===== config.mk =====
export PLATFORM = sky130hd
export DESIGN_NAME = gate_pulse_prefix_table
export DESIGN_NICKNAME = d
export VERILOG_FILES = /design/src/rtl/gpt_pkg.sv /design/src/rtl/gpt_ctrl.sv /design/src/rtl/gpt_datapath.sv /design/src/rtl/gate_pulse_prefix_table.sv
export SDC_FILE = /design/constraint.sdc
export NUM_CORES = 1
export LEC_CHECK = 0
export ABC_AREA = 1
export BUFFER_PORTS_ARGS = -buffer_cell sky130_fd_sc_hd__buf_4
export CORE_MARGIN = 2
export CORE_UTILIZATION = 64
export DETAILED_ROUTE_END_ITERATION = 10
export PLACE_DENSITY = 0.88
export SYNTH_ARGS = -nofsm -noshare
export SYNTH_HDL_FRONTEND = slang
export SYNTH_SLANG_ARGS = --single-unit

===== constraint.sdc =====
create_clock -name i_clk -period 8.9 [get_ports i_clk]
set_clock_uncertainty 0.15 [all_clocks]
set_input_delay 1.78 -clock i_clk [delete_from_list [all_inputs] [get_ports i_clk]]
set_output_delay 1.78 -clock i_clk [all_outputs]
set_load 0.05 [all_outputs]

===== src/rtl/gpt_pkg.sv =====
// Shared types and constants for the gate pulse prefix table.
// No dependencies; imported by every module of the block.
package gpt_pkg;

    // Default sizes (top-level parameters take these)
    localparam int DEF_MAX_STEPS    = 64;
    localparam int DEF_MAX_DIVISION = 8;

    // Steps examined per scan cycle
    localparam int LANES     = 8;
    localparam int LOG_LANES = 3;

    // Fixed field widths
    localparam int CFG_DATA_W   = 7;
    localparam int STEP_IDX_W   = 6;
    localparam int PHASE_W      = 9;
    localparam int COUNT_OUT_W  = 7;
    localparam int DIST_OUT_W   = 10;
    localparam int PERIOD_OUT_W = 10;

    // Register indexes
    localparam logic CFG_LANE_LENGTH   = 1'b0;
    localparam logic CFG_STEP_DIVISION = 1'b1;

    // Request codes
    localparam logic REQ_WRITE = 1'b0;
    localparam logic REQ_QUERY = 1'b1;

    // Controller -> datapath commands
    typedef struct packed {
        logic load;    // latch item, apply a write, clear accumulators
        logic scan;    // accumulate one row of steps
        logic finish;  // form the result into the output register
    } t_dp_cmd;

    // Datapath -> controller status
    typedef struct packed {
        logic last_row;  // current row is the last one inside the lane
        logic out_free;  // output register can take a result this cycle
    } t_dp_stat;

endpackage


===== src/rtl/gpt_ctrl.sv =====
// Sequencing controller for the gate pulse prefix table.
// Depends on gpt_pkg (command and status structs).
module gpt_ctrl (
    input  logic              i_clk,
    input  logic              i_rst_n,
    input  logic              i_in_valid,
    output logic              o_in_stall,
    input  gpt_pkg::t_dp_stat i_stat,
    output gpt_pkg::t_dp_cmd  o_cmd
);
    import gpt_pkg::*;

    localparam logic [1:0] ST_IDLE   = 2'd0;
    localparam logic [1:0] ST_SCAN   = 2'd1;
    localparam logic [1:0] ST_FINISH = 2'd2;

    logic [1:0] r_state;
    logic [1:0] n_state;

    // Next state and commands
    always_comb begin
        n_state      = r_state;
        o_cmd.load   = 1'b0;
        o_cmd.scan   = 1'b0;
        o_cmd.finish = 1'b0;
        case (r_state)
            ST_IDLE: begin
                if (i_in_valid) begin
                    o_cmd.load = 1'b1;
                    n_state    = ST_SCAN;
                end
            end
            ST_SCAN: begin
                o_cmd.scan = 1'b1;
                if (i_stat.last_row) begin
                    n_state = ST_FINISH;
                end
            end
            ST_FINISH: begin
                if (i_stat.out_free) begin
                    o_cmd.finish = 1'b1;
                    n_state      = ST_IDLE;
                end
            end
            default: begin
                n_state = ST_IDLE;
            end
        endcase
    end

    always_ff @(posedge i_clk) begin
        if (!i_rst_n) begin
            r_state <= ST_IDLE;
        end else begin
            r_state <= n_state;
        end
    end

    // Take a new item only between scans
    assign o_in_stall = (r_state != ST_IDLE);

endmodule


===== src/rtl/gpt_datapath.sv =====
// Datapath: gate bit rows, configuration, row scan accumulators and output register.
// Depends on gpt_pkg; driven by gpt_ctrl commands.
module gpt_datapath #(
    parameter int MAX_STEPS    = gpt_pkg::DEF_MAX_STEPS,
    parameter int MAX_DIVISION = gpt_pkg::DEF_MAX_DIVISION
) (
    input  logic                                i_clk,
    input  logic                                i_rst_n,
    // configuration
    input  logic                                i_cfg_we,
    input  logic                                i_cfg_index,
    input  logic [gpt_pkg::CFG_DATA_W-1:0]      i_cfg_data,
    // input item
    input  logic                                i_req_type,
    input  logic [gpt_pkg::STEP_IDX_W-1:0]      i_step_index,
    input  logic                                i_gate_on,
    input  logic [gpt_pkg::PHASE_W-1:0]         i_phase,
    // control
    input  gpt_pkg::t_dp_cmd                    i_cmd,
    output gpt_pkg::t_dp_stat                   o_stat,
    // result item
    input  logic                                i_out_stall,
    output logic                                o_out_valid,
    output logic [gpt_pkg::COUNT_OUT_W-1:0]     o_pulses_before,
    output logic [gpt_pkg::DIST_OUT_W-1:0]      o_prev_gated_distance,
    output logic [gpt_pkg::COUNT_OUT_W-1:0]     o_pulses_per_loop,
    output logic [gpt_pkg::PERIOD_OUT_W-1:0]    o_period_steps,
    output logic                                o_phase_valid
);
    import gpt_pkg::*;

    localparam int NROWS  = (MAX_STEPS + LANES - 1) / LANES;
    localparam int RW     = (NROWS > 1) ? $clog2(NROWS) : 1;
    localparam int SW     = RW + LOG_LANES + 1;
    localparam int LL_W   = $clog2(MAX_STEPS + 1);
    localparam int DV_W   = $clog2(MAX_DIVISION + 1);
    localparam int CNT_W  = $clog2(MAX_STEPS + 1);
    localparam int PH_RAW = $clog2(NROWS * LANES * MAX_DIVISION + 1);
    localparam int PH_W   = (PH_RAW > PHASE_W + 1) ? PH_RAW : PHASE_W + 1;

    // Gate bits, one row of LANES steps per entry
    logic [LANES-1:0]   r_gate [NROWS];

    // Configuration
    logic [LL_W-1:0]    r_len;
    logic [DV_W-1:0]    r_div;

    // Latched item
    logic               r_req;
    logic [PHASE_W-1:0] r_ph;

    // Scan state and accumulators
    logic [RW-1:0]      r_row;
    logic [PH_W-1:0]    r_base;
    logic [CNT_W-1:0]   r_total;
    logic [CNT_W-1:0]   r_before;
    logic               r_any;
    logic [PH_W-1:0]    r_last;
    logic               r_any_b;
    logic [PH_W-1:0]    r_prev;

    // Output register
    logic                    r_o_valid;
    logic [COUNT_OUT_W-1:0]  r_o_before;
    logic [DIST_OUT_W-1:0]   r_o_dist;
    logic [COUNT_OUT_W-1:0]  r_o_total;
    logic [PERIOD_OUT_W-1:0] r_o_period;
    logic                    r_o_pvalid;

    // Row scan combinational results
    logic [LANES-1:0]   gated;
    logic [LANES-1:0]   gated_b;
    logic [PH_W-1:0]    lane_ph [LANES];
    logic [CNT_W-1:0]   row_cnt;
    logic [CNT_W-1:0]   row_cnt_b;
    logic               row_any;
    logic [PH_W-1:0]    row_last;
    logic               row_any_b;
    logic [PH_W-1:0]    row_prev;
    logic [SW-1:0]      next_start;

    // Final result terms
    logic [PH_W-1:0]    period;
    logic [PH_W-1:0]    ph_ext;
    logic               ph_ok;
    logic [PH_W:0]      gap_dist;

    // Examine one row of steps
    always_comb begin
        gated     = '0;
        gated_b   = '0;
        row_cnt   = '0;
        row_cnt_b = '0;
        row_any   = 1'b0;
        row_last  = '0;
        row_any_b = 1'b0;
        row_prev  = '0;
        for (int k = 0; k < LANES; k++) begin
            lane_ph[k] = r_base + PH_W'(r_div) * PH_W'(k);
            gated[k]   = r_gate[r_row][k] &&
                         (SW'({r_row, LOG_LANES'(k)}) < SW'(r_len));
            gated_b[k] = gated[k] && (lane_ph[k] < PH_W'(r_ph));
            row_cnt    = row_cnt + CNT_W'(gated[k]);
            row_cnt_b  = row_cnt_b + CNT_W'(gated_b[k]);
            if (gated[k]) begin
                row_any  = 1'b1;
                row_last = lane_ph[k];
            end
            if (gated_b[k]) begin
                row_any_b = 1'b1;
                row_prev  = lane_ph[k];
            end
        end
    end

    assign next_start      = (SW'(r_row) + SW'(1)) << LOG_LANES;
    assign o_stat.last_row = (next_start >= SW'(r_len)) || (r_row == RW'(NROWS - 1));
    assign o_stat.out_free = !r_o_valid || !i_out_stall;

    // Result terms
    assign period = PH_W'(r_len) * PH_W'(r_div);
    assign ph_ext = PH_W'(r_ph);
    assign ph_ok  = (r_req == REQ_QUERY) && (ph_ext < period);

    always_comb begin
        if (r_any_b) begin
            gap_dist = (PH_W + 1)'(ph_ext - r_prev);
        end else if (r_any) begin
            gap_dist = (PH_W + 1)'(ph_ext) + (PH_W + 1)'(period) - (PH_W + 1)'(r_last);
        end else begin
            gap_dist = '0;
        end
    end

    // Configuration registers, clamped on write
    always_ff @(posedge i_clk) begin
        if (!i_rst_n) begin
            r_len <= LL_W'(1);
            r_div <= DV_W'(1);
        end else if (i_cfg_we) begin
            case (i_cfg_index)
                CFG_LANE_LENGTH: begin
                    if (i_cfg_data == '0) begin
                        r_len <= LL_W'(1);
                    end else if (32'(i_cfg_data) > 32'(MAX_STEPS)) begin
                        r_len <= LL_W'(MAX_STEPS);
                    end else begin
                        r_len <= LL_W'(i_cfg_data);
                    end
                end
                CFG_STEP_DIVISION: begin
                    if (i_cfg_data == '0) begin
                        r_div <= DV_W'(1);
                    end else if (32'(i_cfg_data) > 32'(MAX_DIVISION)) begin
                        r_div <= DV_W'(MAX_DIVISION);
                    end else begin
                        r_div <= DV_W'(i_cfg_data);
                    end
                end
                default: begin
                    r_len <= r_len;
                end
            endcase
        end
    end

    // Gate bit rows: cleared at reset, written on a write item
    always_ff @(posedge i_clk) begin
        if (!i_rst_n) begin
            for (int r = 0; r < NROWS; r++) begin
                r_gate[r] <= '0;
            end
        end else if (i_cmd.load && (i_req_type == REQ_WRITE) &&
                     (32'(i_step_index) < 32'(MAX_STEPS))) begin
            r_gate[RW'(i_step_index >> LOG_LANES)][i_step_index[LOG_LANES-1:0]] <= i_gate_on;
        end
    end

    // Item latch and scan accumulators
    always_ff @(posedge i_clk) begin
        if (i_cmd.load) begin
            r_req    <= i_req_type;
            r_ph     <= i_phase;
            r_row    <= '0;
            r_base   <= '0;
            r_total  <= '0;
            r_before <= '0;
            r_any    <= 1'b0;
            r_last   <= '0;
            r_any_b  <= 1'b0;
            r_prev   <= '0;
        end else if (i_cmd.scan) begin
            r_row    <= r_row + RW'(1);
            r_base   <= r_base + (PH_W'(r_div) << LOG_LANES);
            r_total  <= r_total + row_cnt;
            r_before <= r_before + row_cnt_b;
            if (row_any) begin
                r_any  <= 1'b1;
                r_last <= row_last;
            end
            if (row_any_b) begin
                r_any_b <= 1'b1;
                r_prev  <= row_prev;
            end
        end
    end

    // Output register
    always_ff @(posedge i_clk) begin
        if (!i_rst_n) begin
            r_o_valid <= 1'b0;
        end else if (i_cmd.finish) begin
            r_o_valid <= 1'b1;
        end else if (!i_out_stall) begin
            r_o_valid <= 1'b0;
        end
    end

    always_ff @(posedge i_clk) begin
        if (i_cmd.finish) begin
            r_o_before <= ph_ok ? COUNT_OUT_W'(r_before) : '0;
            r_o_dist   <= ph_ok ? DIST_OUT_W'(gap_dist) : '0;
            r_o_total  <= COUNT_OUT_W'(r_total);
            r_o_period <= PERIOD_OUT_W'(period);
            r_o_pvalid <= ph_ok;
        end
    end

    assign o_out_valid           = r_o_valid;
    assign o_pulses_before       = r_o_before;
    assign o_prev_gated_distance = r_o_dist;
    assign o_pulses_per_loop     = r_o_total;
    assign o_period_steps        = r_o_period;
    assign o_phase_valid         = r_o_pvalid;

endmodule


===== src/rtl/gate_pulse_prefix_table.sv =====
// Gate pulse prefix table, top level. Depends on gpt_pkg, gpt_ctrl, gpt_datapath.
//
// Every item (a gate write or a phase query) yields one result item. An item
// is taken in the idle state, then the gate bits are scanned eight steps per
// cycle up to the lane length, then the finish state forms the result once
// the output register is free. The next item is taken only after the last
// one has left the finish state. A finished result waits in the output
// register while the next item is already taken and scanned. Gate bits are
// cleared by reset with no extra pass; configuration must be written while
// no item is in flight.
module gate_pulse_prefix_table #(
    parameter int MAX_STEPS    = gpt_pkg::DEF_MAX_STEPS,
    parameter int MAX_DIVISION = gpt_pkg::DEF_MAX_DIVISION
) (
    input  logic                                i_clk,
    input  logic                                i_rst_n,
    // configuration write port
    input  logic                                i_cfg_we,
    input  logic                                i_cfg_index,
    input  logic [gpt_pkg::CFG_DATA_W-1:0]      i_cfg_data,
    // input items
    input  logic                                i_in_valid,
    output logic                                o_in_stall,
    input  logic                                i_req_type,
    input  logic [gpt_pkg::STEP_IDX_W-1:0]      i_step_index,
    input  logic                                i_gate_on,
    input  logic [gpt_pkg::PHASE_W-1:0]         i_phase,
    // result items
    output logic                                o_out_valid,
    input  logic                                i_out_stall,
    output logic [gpt_pkg::COUNT_OUT_W-1:0]     o_pulses_before,
    output logic [gpt_pkg::DIST_OUT_W-1:0]      o_prev_gated_distance,
    output logic [gpt_pkg::COUNT_OUT_W-1:0]     o_pulses_per_loop,
    output logic [gpt_pkg::PERIOD_OUT_W-1:0]    o_period_steps,
    output logic                                o_phase_valid
);
    import gpt_pkg::*;

    t_dp_cmd  cmd;
    t_dp_stat stat;

    // Sequencer
    gpt_ctrl u_ctrl (
        .i_clk      (i_clk),
        .i_rst_n    (i_rst_n),
        .i_in_valid (i_in_valid),
        .o_in_stall (o_in_stall),
        .i_stat     (stat),
        .o_cmd      (cmd)
    );

    // Storage, scan and result
    gpt_datapath #(
        .MAX_STEPS    (MAX_STEPS),
        .MAX_DIVISION (MAX_DIVISION)
    ) u_datapath (
        .i_clk                 (i_clk),
        .i_rst_n               (i_rst_n),
        .i_cfg_we              (i_cfg_we),
        .i_cfg_index           (i_cfg_index),
        .i_cfg_data            (i_cfg_data),
        .i_req_type            (i_req_type),
        .i_step_index          (i_step_index),
        .i_gate_on             (i_gate_on),
        .i_phase               (i_phase),
        .i_cmd                 (cmd),
        .o_stat                (stat),
        .i_out_stall           (i_out_stall),
        .o_out_valid           (o_out_valid),
        .o_pulses_before       (o_pulses_before),
        .o_prev_gated_distance (o_prev_gated_distance),
        .o_pulses_per_loop     (o_pulses_per_loop),
        .o_period_steps        (o_period_steps),
        .o_phase_valid         (o_phase_valid)
    );

endmodule


==> flow_summary.toml, run 1 <==
[layout]
seqCellArea_sq_um = 4530
nets = 2176
diodes = 0
fill_cells = 1808
layout-drive-gt1-share_pct = 8.32
multi_input_area_sq_um = 8820
syn_to_final_growth_pct = 7.55

[worst_setup_path]
path_max_fanout = 18
cp_slowest_stage_delay_ns = 0.82
crit_path_end_kind = "register"
cp.required_ns = 9.06
criticalPathCategory = "register to register"
startpoint_type = "register"
cpMostUsedCell = "fa_1"
cp_data_arrival_time_ns = 7.84
cpMaxStageDelayCell = "dfxtp_1"

[synthesis]
synthDistinctLibCells = 48
ys.warnings.count = 0
netlist_instances = 1917
synthArstFlopShare_pct = 0
syn_nets = 2159
syn_area_sq_um = 14800
netlist_top_cells_area = "edfxtp_1 (22%), ha_1 (14%), nand2_1 (9.7%), dfxtp_1 (8.5%), inv_1 (6.5%)"
synth_area_per_cell_sq_um = 7.70
ys.flop_type = "edfxtp_1"
yosysSeqAreaShare_pct = 30.7
synth_common_cells = "nand2_1 (382), inv_1 (256), ha_1 (169)"
synth-seq-cells = 172
synth-edff-count = 109
synth.most_common_cell = "nand2_1"
yosysTopAreaCell = "edfxtp_1"
synth_top_area_share_pct = 22.2

[global_route]
grtUsageTotal_pct = 34.9
met2_usage_pct = 60.2
use_met1_pct = 43.2
grt_pass1_vias = 13000
grt_overflow = 0
busiest_layer = "met2"
grt_use_met3_pct = 4.67
antenna_found_initial = 0
grt_pass1_wl_mm = 66.2
grt_start_max_net_pins = 68

[routing]
remaining_drc_errors = 0
drt-total-wl_mm = 41.8
vias_per_cell = 6.10
num_vias = 13600
ant_nets = 0
drtPass1Iterations = 6
drtIter0Drc = 1365
wl_per_cell_microns = 18.7

[power_and_ir_drop]
power_density_nw_per_um2 = 291
p_leak_nw = 7.58
seq_power_share_pct = 23.4
clkPwrFrac_pct = 16.1
ir_worst_vdd_v = 0.000144
comb_power_share_pct = 60.5
switching_share_pct = 51.2
internal_power_mw = 2.26
p_sw_mw = 2.36

[sta]
period_needed_ns = 7.67
finalSetupTns_ns = 0
fin_hold_ws_ns = 0.299
drv_slew = 0
hold_violations = 0
period_share_pct = 86.2
rsz0062_at_grt = "no"
setup_violations = 0
relSlewSlack_pct = 27.3
fmax_mhz = 130
worstMarginPinSlew_ns = 1.09

[clock_tree]
cts_setup_buffers = 0
cts-hold-fix-buffers = 0
root_buffer = "clkbuf_16"
cts_buffers = 17
h-tree-depth = 4
cts_tree = "built"
clk_latency_ns = 0.44
cts.sinks = 172
clkTransAtPathRegs_ns = 0.07
cts_buffer_depth = 2
cts.repair.resized = 0

[floorplanning]
coreArea_sq_um = 22600
die_w_microns = 156
num_io_pins = 67
fp-row-count = 55
fp.dieH_microns = 156
initial_core_util_pct = 65.2
die-area_sq_um = 24300

[run_status]
outcome = "finished, final reports clean"

[worst_hold_path]
holdCritPathClass = "register to register"

[place]
io_buffers = 66
dp_hpwl_mm = 30.6
gp_congestion = 1.00

[run]
drv_cap = 0
[final timing paths]
check	start	to	slack [ns]	cells past startpoint
setup / recovery	u_datapath.r_div[1]	u_datapath.r_before[6]	1.23	28
hold / removal	u_datapath.r_total[0]	u_datapath.o_pulses_per_loop[0]	0.30	0
setup reg to reg	u_datapath.r_div[1]	u_datapath.r_before[6]	1.23	28
hold reg to reg	u_datapath.r_total[0]	u_datapath.o_pulses_per_loop[0]	0.30	0
[worst max-delay path: cells and delay by family (launching register included)]
family,cells,cell delay (ns)
AOI/OAI and AO/OA,5,0.84
DFF,1,0.82
xor gates and xnor gates,1,0.37
buffers and inverters,5,0.88
adders and majority gates,9,3.80
and+or+nand+nor,8,0.73
[per-stage QoR]
stage | worst slack [ns] | cells | power, mW | util (%) | instance area, sq um
after CTS | 1.33 | 2232 | 4.54 | 70.1 | 15900
after global routing | 0.781 | 2232 | 4.97 | 70.1 | 15900
after floorplan | 2.28 | 1917 | 3.04 | - | 14800
after detailed placement | 1.54 | 2200 | 3.76 | 67.5 | 15300
final | 1.23 | 2232 | 4.62 | 70.1 | 15900
after global placement | 1.78 | 2200 | 3.65 | 67.5 | 15300
[power groups by stage]
stage | Combinational [mW] | Clock (mW) | Sequential, mW
final | 2.79 | 0.744 | 1.08
after global routing | 3.10 | 0.773 | 1.09
after CTS | 2.73 | 0.741 | 1.08
after detailed placement | 2.66 | 0 | 1.09
after global placement | 2.57 | 0 | 1.09
after floorplan | 1.95 | 0 | 1.09
[kinds of logic (layout without fill, tap and decap cells)]
kind of cell / Yosys count / count (layout) / share of synthesized area (%)
AND/OR/NAND/NOR: 758 / 758 / 22.7
AO/OA/AOI/OAI: 376 / 376 / 13.8
flip-flops: 172 / 172 / 30.7
XOR/XNOR: 51 / 51 / 3.03
buffers and inverters: 348 / 378 / 9.57
adder cells (fa/ha/maj): 212 / 212 / 20.2
[layer usage]
| metal | up-vias | part of all wire, % |
|---|---|---|
| met2 | 719 | 48 |
| met1 | 6312 | 40 |
| met5 | - | 0 |
| met3 | 147 | 7.7 |
| li1 | 6439 | - |
| met4 | 0 | 4.8 |
[state kept, by name (all words and copies together), names as in the netlist, named ones only]
register	cells
u_datapath.r_gate	64
u_datapath.o_period_steps	10
u_datapath.o_prev_gated_distance	10
u_datapath.r_last	10
u_datapath.r_prev	10
u_datapath.r_ph	9
u_datapath.o_pulses_before	7
u_datapath.o_pulses_per_loop	7
u_datapath.r_base	7
u_datapath.r_before	7
u_datapath.r_len	7
u_datapath.r_total	7
u_datapath.r_div	4
u_datapath.r_row	3
u_ctrl.r_state	2
u_datapath.o_out_valid	1
u_datapath.o_phase_valid	1
u_datapath.r_any	1
u_datapath.r_any_b	1
u_datapath.r_req	1
[layout make-up]
class | count | share of cell area (%)
flip-flops and latches | 172 | 28.6
clock inverters | 15 | 0.954
clock buffers | 17 | 2.68
inverters | 272 | 6.47
repair buffers | 74 | 3.50
multi-input cells | 1397 | 55.6
well taps | 285 | 2.25
[cell usage in the layout, fill, tap and decap left out, types with 9 or more instances in the layout]
master,count
o211ai_1,10
nand2_1,382
edfxtp_1,109
a21oi_2,10
ha_1,169
clkbuf_16,17
fa_1,43
o21ai_0,159
xor2_1,44
nor2_2,9
buf_4,74
nand3_1,114
nor2_1,119
inv_1,256
nand4_1,16
nor3_1,85
o21ai_1,11
o21bai_1,12
dfxtp_1,63
a21oi_1,147
Power figures use the tool's default switching activity.
==> run 2, diff against run 1 <==
--- a/config.mk
+++ b/config.mk
@@ -7,10 +7,11 @@
 export LEC_CHECK = 0
 export ABC_AREA = 1
 export BUFFER_PORTS_ARGS = -buffer_cell sky130_fd_sc_hd__buf_4
+export CAP_MARGIN = 20
 export CORE_MARGIN = 2
 export CORE_UTILIZATION = 64
 export DETAILED_ROUTE_END_ITERATION = 10
-export PLACE_DENSITY = 0.88
+export PLACE_DENSITY = 0.86
 export SYNTH_ARGS = -nofsm -noshare
 export SYNTH_HDL_FRONTEND = slang
 export SYNTH_SLANG_ARGS = --single-unit
==> run 2 against run 1 <==
- power is 0.18% lower
- core utilization rose by 0.34 points
- first-iteration DRC count shrank 8.6%
- count of clock-buffer cells in the layout unchanged
- cell area rose by 0.49%
- sequential power hardly changed
- largest power group unchanged
- clock power increased by 3.1%
- global-route usage shrank 0.065 points
- critical path depth stayed put
- combinational power about the same
==> flow_summary.toml, run 2 (synthesized netlist as in run 1, its figures left out) <==
[run_status]
outcome = "finished, final reports clean"

[layout]
final_cell_mix = "nand2_1 (382), inv_1 (256), ha_1 (169), o21ai_0 (159), a21oi_1 (147)"
nets = 2179
final_area_sq_um = 15900
diodes = 0
layout-drive-gt1-share_pct = 8.46
fill_cells = 1801
largest_register_ffs = 64
syn_to_final_growth_pct = 8.07
final_common_cell = "nand2_1"
top_register = "u_datapath.r_gate"

[clock_tree]
cts.sinks = 172
clk_latency_ns = 0.45
clkTransAtPathRegs_ns = 0.08
cts_setup_buffers = 0
cts_buffer_depth = 2
h-tree-depth = 4
cts-hold-fix-buffers = 0
root_buffer = "clkbuf_16"
cts_tree = "built"
cts_buffers = 17
cts.repair.resized = 0

[sta]
fin_hold_ws_ns = 0.309
worstMarginPinSlew_ns = 1.05
setup_violations = 0
hold_violations = 0
rsz0062_at_grt = "no"
fmax_mhz = 131
drv_slew = 0
period_needed_ns = 7.61
relSlewSlack_pct = 30.1
period_share_pct = 85.5
finalSetupTns_ns = 0
fin_ws_ns = 1.29

[worst_setup_path]
cpMaxStageDelayCell = "dfxtp_1"
cp_slowest_stage_delay_ns = 0.79
startpoint_type = "register"
rr_worst_depth = 28
crit_path_end_kind = "register"
cp_data_arrival_time_ns = 7.78
cp.required_ns = 9.07
cpMostUsedCell = "fa_1"
cp_top_family = "adder cells"
critPathBufInv = 5
criticalPathCategory = "register to register"
cp.depth = 28
path_max_fanout = 18

[power_and_ir_drop]
power_density_nw_per_um2 = 289
ir_worst_vdd_v = 0.000149
p_total_mw = 4.61
p_leak_nw = 7.63

[routing]
ant_nets = 0
vias_per_cell = 5.99
drtIter0Drc = 1248
wl_per_cell_microns = 18.5
drt-total-wl_mm = 41.4
remaining_drc_errors = 0
drtPass1Iterations = 5
num_vias = 13400

[run]
drv_cap = 0

[floorplanning]
coreArea_sq_um = 22600
num_io_pins = 67
initial_core_util_pct = 65.2
fp.dieH_microns = 156
die-area_sq_um = 24300
fp-row-count = 55
die_w_microns = 156

[place]
io_buffers = 66
post-place-ws_ns = 1.53
placed_cell_area_sq_um = 15300
gp_congestion = 0.979
dp_hpwl_mm = 30.7

[global_route]
grt_pass1_vias = 13000
grt_start_max_net_pins = 68
antenna_found_initial = 0
grt_overflow = 0
grtUsageTotal_pct = 34.8
grt_pass1_wl_mm = 66.1

[worst_hold_path]
min_path_cells = 0
holdCritPathClass = "register to register"
==> run 2: cell types whose count changed in the layout (fill, tap and decap cells not counted) <==
cell / previous run / this run
buf_16: 0 / 1
buf_12: 0 / 1
clkinv_8: 2 / 5
inv_4: 2 / 4
inv_6: 3 / 2
buf_4: 74 / 75
clkinvlp_4: 4 / 0
==> run 2: path summary, 6_finish.rpt <==
check / from / to / slack [ns]
min reg2reg: u_datapath.r_total[0] / u_datapath.o_pulses_per_loop[0] / 0.31
min: u_datapath.r_total[0] / u_datapath.o_pulses_per_loop[0] / 0.31
max reg2reg: u_datapath.r_div[1] / u_datapath.r_before[6] / 1.29
max: u_datapath.r_div[1] / u_datapath.r_before[6] / 1.29
==> run 2: per-stage QoR <==
stage | util, % | cells
5_1_grt | 70.4 | 2235
2_1_floorplan | - | 1917
4_1_cts | 70.2 | 2233
6_report | 70.4 | 2235
3_5_place_dp | 67.6 | 2201
3_3_place_gp | 67.6 | 2201
==> run 2: worst reg2reg max path: cells and delay by family, from the launching register on <==
kind                       cells  cell delay, ns
adders and majority gates      9            3.71
DFF                            1            0.79
xor gates and xnor gates       1            0.37
AOI/OAI and AO/OA              5            0.78
buffers and inverters          5            0.83
and+or+nand+nor                8            0.87
==> run 2: area by class of cell <==
cell class                 instances  area, sq um  share of cell area, %
inverter                         272         1030                   6.43
sequential                       172         4530                   28.4
multi-input combinational       1397         8820                   55.3
clock buffer                      17          425                   2.67
timing repair buffer              77          611                   3.83
tap                              285          357                   2.24
clock inverter                    15          174                   1.09
==> run 2: where the power goes <==
group / leakage, nW / switching [mW] / internal [mW]
Clock: 0.294 / 0.387 / 0.380
Combinational: 5.74 / 1.85 / 0.920
Sequential: 1.60 / 0.110 / 0.963
Total: 7.63 / 2.35 / 2.26
==> run 2: per-layer routing <==
| layer | vias to the layer above | GRT usage, % | routed length, microns |
|---|---|---|---|
| met4 | 0 | 15.2 | 1780 |
| met1 | 6203 | 43.7 | 16500 |
| li1 | 6439 | - | - |
| met5 | - | 0 | 0 |
| met2 | 600 | 60.0 | 19800 |
| met3 | 137 | 5.14 | 3250 |
==> run 3, diff against run 2 <==
--- a/config.mk
+++ b/config.mk
@@ -8,8 +8,10 @@
 export ABC_AREA = 1
 export BUFFER_PORTS_ARGS = -buffer_cell sky130_fd_sc_hd__buf_4
 export CAP_MARGIN = 20
+export CELL_PAD_IN_SITES_DETAIL_PLACEMENT = 2
+export CELL_PAD_IN_SITES_GLOBAL_PLACEMENT = 2
 export CORE_MARGIN = 2
-export CORE_UTILIZATION = 64
+export CORE_UTILIZATION = 38
 export DETAILED_ROUTE_END_ITERATION = 10
 export PLACE_DENSITY = 0.86
 export SYNTH_ARGS = -nofsm -noshare
==> run 3 against run 2 <==
- non-clock buffer count up 4
- sequential cell count unchanged
- die area up 66%
- cell count up 11%
- cell area up 2.0%
- largest power group unchanged
- register-to-register slack worse by 0.38 ns
- global-route usage down 2.4 points
- critical endpoint unchanged
- critical path depth unchanged
==> flow_summary.toml, run 3 (synthesized netlist as in run 1, its figures left out) <==
[sta]
fmax_mhz = 125
hold_violations = 0
drv_slew = 0
relSlewSlack_pct = 37.3
worstMarginPinSlew_ns = 0.939
rsz0062_at_grt = "no"
finalSetupTns_ns = 0
period_needed_ns = 7.99
setup_violations = 0
period_share_pct = 89.8
fin_hold_ws_ns = 0.310

[routing]
vias_per_cell = 5.89
remaining_drc_errors = 0
drt-total-wl_mm = 64.9
drtPass1Iterations = 5
wl_per_cell_microns = 26.3
num_vias = 14600
drtIter0Drc = 934
ant_nets = 0

[power_and_ir_drop]
seq_power_share_pct = 21.2
power_density_nw_per_um2 = 313
p_sw_mw = 2.73
comb_power_share_pct = 62.8
internal_power_mw = 2.37
p_total_mw = 5.10
ir_worst_vdd_v = 0.000151
p_leak_nw = 7.64
clkPwrFrac_pct = 16.0
switching_share_pct = 53.6

[layout]
top_register = "u_datapath.r_gate"
final_cell_mix = "nand2_1 (382), inv_1 (256), ha_1 (169), o21ai_0 (159), a21oi_1 (147)"
nets = 2183
diodes = 0
largest_register_ffs = 64
layout-drive-gt1-share_pct = 8.55
final_common_cell = "nand2_1"
syn_to_final_growth_pct = 10.2
fill_cells = 4448
fin_cells = 2472

[run]
drv_cap = 0

[worst_setup_path]
critPathBufInv = 5
cpMostUsedCell = "fa_1"
crit_path_end_kind = "register"
cp.required_ns = 9.12
startpoint_type = "register"
cp_slowest_stage_delay_ns = 0.94
path_max_fanout = 19
cpMaxStageDelayCell = "dfxtp_1"
cp_top_family = "adder cells"
criticalPathCategory = "register to register"
cp_data_arrival_time_ns = 8.21

[global_route]
grt_start_max_net_pins = 68
grtUsageTotal_pct = 32.4
grt_overflow = 0
grt_pass1_vias = 16400
antenna_found_initial = 0
grt_pass1_wl_mm = 99.5

[clock_tree]
cts_buffers = 17
cts.sinks = 172
clk_latency_ns = 0.49
cts.repair.resized = 0
cts_buffer_depth = 2
clkTransAtPathRegs_ns = 0.08
root_buffer = "clkbuf_16"
cts-hold-fix-buffers = 0
cts_setup_buffers = 0
h-tree-depth = 4
cts_tree = "built"

[floorplanning]
num_io_pins = 67
fp.dieH_microns = 201
fp-row-count = 72
die_w_microns = 201
coreArea_sq_um = 38500
die-area_sq_um = 40400
initial_core_util_pct = 38.4

[run_status]
outcome = "finished, final reports clean"

[place]
gp_congestion = 0.905
io_buffers = 66
placed_cells = 2439
dp_hpwl_mm = 43.6

[worst_hold_path]
holdCritPathClass = "register to register"
## run 3: changes by cell type in the layout (fill, tap and decap cells not counted)
cell        delta
clkinvlp_4     +3
clkinv_2       +1
inv_8          -4
inv_4          -2
clkinv_8       -5
bufinv_16      +1
clkbuf_8       +4
buf_16         -1
buf_4          +5
clkbuf_16      +2
clkbuf_1       +2
inv_6          -2
## run 3: layout make-up
type	instances	area (sq um)	area share [%]
sequential	172	4530	27.9
inverter	272	1030	6.31
multi-input combinational	1397	8820	54.2
clock buffer	25	538	3.31
clock inverter	7	75.1	0.462
tap	518	648	3.99
timing repair buffer	81	621	3.82
## run 3: worst reg2reg max path, delay by kind of cell (launching register included)
kind,cells,cell delay [ns]
adders and majority gates,9,3.81
xor gates and xnor gates,1,0.36
and+or+nand+nor,8,0.96
DFF,1,0.94
AOI/OAI and AO/OA,5,0.88
buffers and inverters,5,0.77
## run 3: per-stage QoR
| stage | area, sq um | setup WS, ns | util [%] |
|---|---|---|---|
| after floorplan | 14800 | 2.28 | - |
| after global placement | 15600 | 2.00 | 40.6 |
| after detailed placement | 15600 | 1.45 | 40.6 |
| after CTS | 16200 | 1.06 | 42.2 |
| after global routing | 16300 | 0.542 | 42.3 |
| final | 16300 | 0.911 | 42.3 |
## run 3: worst paths after layout
check                                            from                               to  slack, ns  depth (start not counted)
worst max-delay path              u_datapath.r_div[3]           u_datapath.r_before[6]       0.91                         28
worst min-delay path            u_datapath.r_total[0]  u_datapath.o_pulses_per_loop[0]       0.31                          0
worst max register to register    u_datapath.r_div[3]           u_datapath.r_before[6]       0.91                         28
worst min register to register  u_datapath.r_total[0]  u_datapath.o_pulses_per_loop[0]       0.31                          0
## run 3: layer usage
metal	global-route usage (%)	up-vias	routed length [microns]
li1	-	6423	-
met1	36.6	7337	25000
met2	58.3	576	33000
met3	5.28	227	3390
met4	17.7	0	3550
met5	0	-	0
## run 3: power by group through the flow
| stage | Combinational (mW) | Sequential, mW | Clock, mW |
|---|---|---|---|
| finish | 3.20 | 1.08 | 0.813 |
| global route | 3.48 | 1.09 | 0.839 |
| CTS | 3.15 | 1.08 | 0.819 |
| detailed placement | 2.97 | 1.09 | 0 |
| global placement | 2.74 | 1.08 | 0 |
| floorplan | 1.95 | 1.09 | 0 |
